`src/design/ims_pkg.sv`:
```
// Shared constants and types for the in-place merge sorter.
package ims_pkg;
    localparam int DEPTH = 64;
    localparam int AW = $clog2(DEPTH);
    localparam int CW = $clog2(DEPTH + 1);

    typedef enum logic [3:0] {
        ST_LOAD,
        ST_PASS,
        ST_RUN,
        ST_RD_I,
        ST_RD_J,
        ST_CMP,
        ST_FLIP_RD,
        ST_FLIP_WR,
        ST_EMIT_RD,
        ST_EMIT
    } state_t;

    function automatic logic is_less(input logic signed [31:0] a, input logic signed [31:0] b);
        is_less = a < b;
    endfunction
endpackage

```
`src/design/inplace_merge_sorter.sv`:
```
// Top level: load, bottom-up rotation merge sort, and emit.
// Loading takes one cycle per request; non-final requests give no result.
// The sort reads or writes one buffer entry per cycle through one memory port
// pair; the results of a set then leave in ascending order, each read in ST_EMIT_RD
// and issued in ST_EMIT while not stalled; requests stall meanwhile.
// Reset (rst_n low, asynchronous) empties the set and returns to loading.
module inplace_merge_sorter (
    input  logic               clk,
    input  logic               rst_n,
    input  logic               in_valid,
    output logic               in_stall,
    input  logic signed [31:0] value,
    input  logic               last,
    output logic               out_valid,
    input  logic               out_stall,
    output logic signed [31:0] sorted_value,
    output logic               end_of_set
);
    localparam int CW = ims_pkg::CW;
    localparam int AW = ims_pkg::AW;

    ims_pkg::state_t state_reg, state_next, ret_reg, ret_next;
    logic [CW-1:0] n_reg, n_next, w_reg, w_next, lo_reg, lo_next, hi_reg, hi_next;
    logic [CW-1:0] i_reg, i_next, j_reg, j_next, st_reg, st_next;
    logic [CW-1:0] fa_reg, fa_next, fb_reg, fb_next;
    logic [1:0]    ph_reg, ph_next, rp_reg, rp_next;
    logic [31:0]   vi_reg, vi_next, t_reg, t_next, oval_reg, oval_next;
    logic          oe_reg, oe_next, ov_reg, ov_next;
    logic          we;
    logic [AW-1:0] waddr, raddr;
    logic [31:0]   wdata, rdata;
    logic [CW:0]   two_w, lo_w;

    ims_store u_store (
        .clk(clk), .we(we), .waddr(waddr), .wdata(wdata), .raddr(raddr), .rdata(rdata)
    );

    always_ff @(posedge clk or negedge rst_n)
    begin
        if (!rst_n)
        begin
            state_reg <= ims_pkg::ST_LOAD;
            ret_reg   <= ims_pkg::ST_LOAD;
            n_reg     <= '0;
            ov_reg    <= 1'b0;
        end
        else
        begin
            state_reg <= state_next;
            ret_reg   <= ret_next;
            n_reg     <= n_next;
            ov_reg    <= ov_next;
        end
    end

    always_ff @(posedge clk)
    begin
        w_reg <= w_next; lo_reg <= lo_next; hi_reg <= hi_next;
        i_reg <= i_next; j_reg <= j_next; st_reg <= st_next;
        fa_reg <= fa_next; fb_reg <= fb_next; ph_reg <= ph_next; rp_reg <= rp_next;
        vi_reg <= vi_next; t_reg <= t_next; oval_reg <= oval_next; oe_reg <= oe_next;
    end

    assign in_stall     = (state_reg != ims_pkg::ST_LOAD);
    assign out_valid    = ov_reg;
    assign sorted_value = oval_reg;
    assign end_of_set   = oe_reg;
    assign two_w        = {w_reg, 1'b0};
    assign lo_w         = {1'b0, lo_reg} + {1'b0, w_reg};

    always_comb
    begin
        state_next = state_reg; ret_next = ret_reg; n_next = n_reg; w_next = w_reg;
        lo_next = lo_reg; hi_next = hi_reg; i_next = i_reg; j_next = j_reg;
        st_next = st_reg; fa_next = fa_reg; fb_next = fb_reg; ph_next = ph_reg;
        rp_next = rp_reg; vi_next = vi_reg; t_next = t_reg; oval_next = oval_reg;
        oe_next = oe_reg; ov_next = ov_reg;
        we = 1'b0; waddr = n_reg[AW-1:0]; wdata = value; raddr = '0;
        case (state_reg)
            ims_pkg::ST_LOAD:
            begin
                if (in_valid)
                begin
                    if (n_reg < CW'(ims_pkg::DEPTH))
                    begin
                        we = 1'b1;
                        n_next = n_reg + 1'b1;
                    end
                    if (last)
                    begin
                        w_next = CW'(1);
                        lo_next = '0;
                        state_next = ims_pkg::ST_PASS;
                    end
                end
            end
            ims_pkg::ST_PASS:
            begin
                if (w_reg < n_reg)
                begin
                    lo_next = '0;
                    state_next = ims_pkg::ST_RUN;
                end
                else
                begin
                    i_next = '0;
                    state_next = ims_pkg::ST_EMIT_RD;
                end
            end
            ims_pkg::ST_RUN:
            begin
                if (lo_w < {1'b0, n_reg})
                begin
                    i_next = lo_reg;
                    j_next = lo_w[CW-1:0];
                    hi_next = ({1'b0, lo_reg} + two_w > {1'b0, n_reg}) ? n_reg
                            : CW'({1'b0, lo_reg} + two_w);
                    lo_next = CW'({1'b0, lo_reg} + two_w);
                    ph_next = 2'd0;
                    state_next = ims_pkg::ST_RD_I;
                end
                else
                begin
                    w_next = CW'(two_w);
                    state_next = ims_pkg::ST_PASS;
                end
            end
            ims_pkg::ST_RD_I:
            begin
                if (i_reg < j_reg && j_reg < hi_reg)
                begin
                    raddr = i_reg[AW-1:0];
                    if (ph_reg == 2'd0) st_next = j_reg;
                    state_next = ims_pkg::ST_RD_J;
                end
                else if (ph_reg == 2'd1)
                begin
                    // j scan ended: rotate
                    fa_next = i_reg; fb_next = st_reg; rp_next = 2'd0;
                    state_next = ims_pkg::ST_FLIP_RD;
                end
                else if (ph_reg == 2'd0 && i_reg < j_reg && j_reg >= hi_reg)
                begin
                    state_next = ims_pkg::ST_RUN;
                end
                else
                begin
                    state_next = ims_pkg::ST_RUN;
                end
            end
            ims_pkg::ST_RD_J:
            begin
                vi_next = rdata;
                raddr = j_reg[AW-1:0];
                state_next = ims_pkg::ST_CMP;
            end
            ims_pkg::ST_CMP:
            begin
                if (ph_reg == 2'd0)
                begin
                    if (!ims_pkg::is_less(rdata, vi_reg))
                    begin
                        i_next = i_reg + 1'b1;
                        state_next = ims_pkg::ST_RD_I;
                    end
                    else
                    begin
                        ph_next = 2'd1;
                        j_next = j_reg + 1'b1;
                        state_next = ims_pkg::ST_RD_I;
                    end
                end
                else if (ims_pkg::is_less(rdata, vi_reg))
                begin
                    j_next = j_reg + 1'b1;
                    state_next = ims_pkg::ST_RD_I;
                end
                else
                begin
                    fa_next = i_reg; fb_next = st_reg; rp_next = 2'd0;
                    state_next = ims_pkg::ST_FLIP_RD;
                end
            end
            ims_pkg::ST_FLIP_RD:
            begin
                if (fa_reg + 1'b1 < fb_reg)
                begin
                    raddr = fa_reg[AW-1:0];
                    state_next = ims_pkg::ST_FLIP_WR;
                    ph_next = 2'd2;
                end
                else if (rp_reg == 2'd0)
                begin
                    fa_next = st_reg; fb_next = j_reg; rp_next = 2'd1;
                end
                else if (rp_reg == 2'd1)
                begin
                    fa_next = i_reg; fb_next = j_reg; rp_next = 2'd2;
                end
                else
                begin
                    i_next = CW'(i_reg + j_reg - st_reg);
                    ph_next = 2'd0;
                    state_next = ims_pkg::ST_RD_I;
                end
            end
            ims_pkg::ST_FLIP_WR:
            begin
                if (ph_reg == 2'd2)
                begin
                    t_next = rdata;
                    raddr = AW'(fb_reg - 1'b1);
                    ph_next = 2'd3;
                end
                else
                begin
                    we = 1'b1; waddr = fa_reg[AW-1:0]; wdata = rdata;
                    ph_next = 2'd0;
                    state_next = ims_pkg::ST_EMIT;
                    ret_next = ims_pkg::ST_FLIP_RD;
                end
            end
            ims_pkg::ST_EMIT_RD:
            begin
                raddr = i_reg[AW-1:0];
                if (!ov_reg || !out_stall) ov_next = 1'b0;
                if (!ov_reg || !out_stall)
                begin
                    ret_next = ims_pkg::ST_EMIT_RD;
                    state_next = ims_pkg::ST_EMIT;
                end
            end
            ims_pkg::ST_EMIT:
            begin
                if (ret_reg == ims_pkg::ST_FLIP_RD)
                begin
                    // second half of swap
                    we = 1'b1; waddr = AW'(fb_reg - 1'b1); wdata = t_reg;
                    fa_next = fa_reg + 1'b1; fb_next = fb_reg - 1'b1;
                    state_next = ims_pkg::ST_FLIP_RD;
                end
                else
                begin
                    oval_next = rdata;
                    oe_next = (i_reg + 1'b1 == n_reg);
                    ov_next = 1'b1;
                    i_next = i_reg + 1'b1;
                    if (i_reg + 1'b1 == n_reg)
                    begin
                        n_next = '0;
                        state_next = ims_pkg::ST_LOAD;
                    end
                    else
                    begin
                        state_next = ims_pkg::ST_EMIT_RD;
                    end
                end
            end
            default: state_next = ims_pkg::ST_LOAD;
        endcase
        if (ov_reg && !out_stall && !(state_reg == ims_pkg::ST_EMIT
            && ret_reg == ims_pkg::ST_EMIT_RD))
        begin
            ov_next = 1'b0;
        end
    end
endmodule

```
`src/design/ims_store.sv`:
```
// Element buffer with one write port and one registered read port.
module ims_store (
    input  logic                      clk,
    input  logic                      we,
    input  logic [ims_pkg::AW-1:0]    waddr,
    input  logic [31:0]               wdata,
    input  logic [ims_pkg::AW-1:0]    raddr,
    output logic [31:0]               rdata
);
    logic [31:0] mem [ims_pkg::DEPTH];

    always_ff @(posedge clk)
    begin
        if (we)
        begin
            mem[waddr] <= wdata;
        end
        rdata <= mem[raddr];
    end
endmodule

```
`config.mk`:
```
export PLATFORM = sky130hd
export DESIGN_NAME = inplace_merge_sorter
export DESIGN_NICKNAME = d
export VERILOG_FILES = /design/src/design/ims_pkg.sv /design/src/design/inplace_merge_sorter.sv /design/src/design/ims_store.sv
export SDC_FILE = /design/constraint.sdc
export NUM_CORES = 2
export LEC_CHECK = 0
export ABC_CLOCK_PERIOD_IN_PS = 5960
export BUFFER_PORTS_ARGS = -buffer_cell sky130_fd_sc_hd__buf_4
export CAP_MARGIN = 20
export CELL_PAD_IN_SITES_DETAIL_PLACEMENT = 1
export CELL_PAD_IN_SITES_GLOBAL_PLACEMENT = 1
export CORE_MARGIN = 2
export CORE_UTILIZATION = 50
export DETAILED_ROUTE_END_ITERATION = 10
export PLACE_DENSITY = 0.7
export SYNTH_ARGS = -nofsm -noshare
export SYNTH_HDL_FRONTEND = slang
export SYNTH_HIERARCHICAL = 1
export SYNTH_SLANG_ARGS = --single-unit
```
`constraint.sdc`:
```
create_clock -name clk -period 5.96 [get_ports clk]
set_input_delay 0.298 -clock clk [delete_from_list [all_inputs] [get_ports clk]]
set_output_delay 0.298 -clock clk [all_outputs]
set_load 0.02 [all_outputs]
```
==> metrics.txt <==
CTS resizes=0; Most used DFF post-synth=edfxtp_1; Peak VDD IR=0.278 mV; Power Density=470 nW/um2; number of core rows=154; max reg flops=2048; Total Routing Usage GR=27.5%; Max Slew Vio Count=0; setup slack after layout=0.381 ns; unrepaired setup endpoints after global routing=no; final period utilization=93.6%; CTS tree=built; Synth cell types=77; chain of cells forming the critical path=ha_1 -> xor2_1 -> ha_1 -> a21o_1 -> a31oi_1 -> o21ai_0 -> a211oi_2 -> a221o_4 -> buf_12 -> buf_4 -> mux4_2 -> mux2i_1 -> mux2i_1 -> a21oi_1 -> buf_4 -> a311oi_1; Avg Inst Size Synth=20.3 um2; Skew-Pair Late Insertion Delay=0.86 ns; actual slew at the worst max-slew pin=1.16 ns; DR iter-0 viols=5882; CTS Hold Bufs=5; met1 wire length=98.4 mm; Setup crit start kind=flop; Max Freq=0.179 GHz; Setup TNS=0 ns; post-synthesis cell area=89000 um2; Die Footprint=181000 um2; clk sinks=2250; Starting Density=50.4%; status=completed; met2 WL=121 mm; wire length per cell=33.9 um; nets=4888; Layout area overhead=14.6%; Post-synth EDFFs=2204; Critical Path Start=fa_reg[0]$_DFFE_PP_; largest net degree at the start of global routing=65; vias per cell=6.41; Worst Hold Depth=4; CTS Buffer Depth=3; DP HPWL=151 mm; cts bufs inserted=221; final setup violation count=0; R2R Setup Slk=0.38 ns; Final min period=5.58 ns; Worst path max stage delay=0.84 ns; drt drc=0; share of layout cells above drive strength 1=24.9%; final hold vios=0; post-CTS setup buffers=0; GRT overflow=0; Hold WC Path Type=in2reg; CTS H-Tree Depth=4; async set or reset register ratio after synthesis=0.622%; Worst R2R Path Depth=16; initial antenna violation count=9; net count after synthesis=4528; Crit. End Element=flop; Crit Path Max Fanout=17; Req. time, crit path=6.66 ns; Syn Inst Count=4392; Setup CP Type=reg2reg; Final GP Congestion=0.856; global-route wire length before repair=357 mm; DRT Pass-1 Iters=8; P_leak=0.0323 uW; routed wl met3=20.3 mm; Reg with most FFs=u_store/mem; yosys warns=6; Root Driver=clkbuf_16; die width=426 um; DR vias=46.7k; Port Buf Inserts=71; WP data arrival=6.28 ns; ANT nets after route=0; FF-to-FF Start=fa_reg[0]$_DFFE_PP_; dpl ws=0.443 ns; final WL=247 mm; Final Skew=0.0344 ns; relative slew slack=21.7%; core area=176000 um2; Highest Signal Layer=met5; vias in the first global route=49.0k; CP endpoint=u_store/rdata[15]$_DFF_P_; sequential cell area fraction in the yosys report=75.5%; I/O Pins=72; synthesis-stage register bit count=2250; capturing point of the worst reg2reg path=u_store/rdata[15]$_DFF_P_; CP max stage cell=a211oi_2; Reg clk slew, reported paths=0.07 ns; Die Y-Extent=426 um; Max-Cap Viols=0
## routing by layer
layer,vias up,global-route usage (%)
met2,2161,44.9
met4,2,8.22
met1,25207,38.2
li1,18955,-
met5,-,0
met3,382,4.90
## cells in the mapped netlist (7+ instances only)
cell type	number	area [um2]
o221ai_1	23	201
a21o_1	18	135
nand2_1	102	383
mux2_2	7	78.8
o21ai_0	74	370
dfxtp_1	32	641
or3_1	7	43.8
a311o_1	12	120
nand4_1	8	50.1
and2_1	19	119
a211oi_1	24	180
o22a_1	12	105
buf_1	8	30.0
o22ai_1	42	263
o211ai_1	19	143
edfxtp_1	2204	66200
or2_2	10	62.6
and3_1	8	50.1
a222oi_1	32	320
nor2_1	127	477
nand3_1	69	345
a22o_1	13	114
ha_1	91	1140
nand2b_1	19	119
clkbuf_1	92	345
xor2_1	14	123
nor3_1	20	100
a221o_1	12	120
a211o_1	9	78.8
a21oi_1	65	325
nor2b_1	25	156
fa_1	8	160
dfrtp_1	14	350
a22oi_1	140	1050
buf_4	29	218
a31oi_1	23	144
buf_6	31	349
mux2i_1	191	1910
buf_2	61	305
inv_1	119	447
mux4_2	446	10000
xnor2_1	34	298
## cell families (layout without fill, tap and decap cells)
family	Yosys count	in the layout	synth area share, %
flops	2250	2250	75.5
mux	644	644	13.5
compound gates	554	554	4.52
simple gates	447	447	2.47
buf+inv	349	900	2.06
fa+ha+maj	100	100	1.47
xor+xnor	48	48	0.472
other cells	0	1	0
## worst max-delay path: cells and delay by family, from the launching register on
family,cells,cell delay (ns)
xor+xnor,1,0.23
buf+inv,3,0.75
flops,1,0.50
compound gates,7,2.62
fa+ha+maj,2,0.58
mux,3,0.67
## metrics by stage
step	total power, uW	hold WS (ns)	instance area [um2]	cells	util (%)
after floorplan	28900	0.00241	89000	4392	-
after global placement	34000	0.160	94400	6830	53.5
after detailed placement	34400	0.167	94400	6831	53.5
after CTS	48100	0.0105	102000	7250	57.5
after global routing	49800	0.0200	102000	7283	57.8
final	48000	0.0172	102000	7284	57.8
## how the worst min path moves through the flow
stage,end,slack [ns],start
floorplan,n_reg[0]$_DFFE_PN0P_,0.002,rst_n
global placement,out_valid$_DFFE_PN0P_,0.16,rst_n
detailed placement,out_valid$_DFFE_PN0P_,0.17,rst_n
CTS,u_store/mem[35][4]$_DFFE_PP_,0.01,value[4]
global route,u_store/mem[34][30]$_DFFE_PP_,0.02,value[30]
finish,u_store/mem[40][30]$_DFFE_PP_,0.02,value[30]
## power by group
| group | internal [uW] | leakage [uW] | total [uW] | switching, uW |
|---|---|---|---|---|
| clock | 7590 | 0.00343 | 13600 | 6050 |
| sequential | 18700 | 0.0203 | 19400 | 706 |
| combinational | 5950 | 0.00855 | 14900 | 9000 |
## area by class of cell
type                       count  area (um2)
multi-input combinational   1793       20600
antenna                        1        2.50
timing repair buffer         367        3840
tap                         2340        2930
clock buffer                 290        5930
clock inverter               124        1120
sequential                  2250       67200
inverter                     119         447
fill                       15100       74500
## cell usage in the layout (no fill, tap or decap), types with 60 or more instances in the layout
| cell | instances |
|---|---|
| buf_12 | 80 |
| clkbuf_16 | 223 |
| nor2_4 | 66 |
| nor2_1 | 60 |
| nand2_1 | 102 |
| mux4_2 | 446 |
| inv_1 | 92 |
| nand3_1 | 69 |
| buf_4 | 266 |
| mux2i_1 | 191 |
| edfxtp_1 | 2204 |
| a21oi_1 | 65 |
| ha_1 | 91 |
| a22oi_1 | 140 |
| o21ai_0 | 74 |
(Power assumes the default switching activity.)
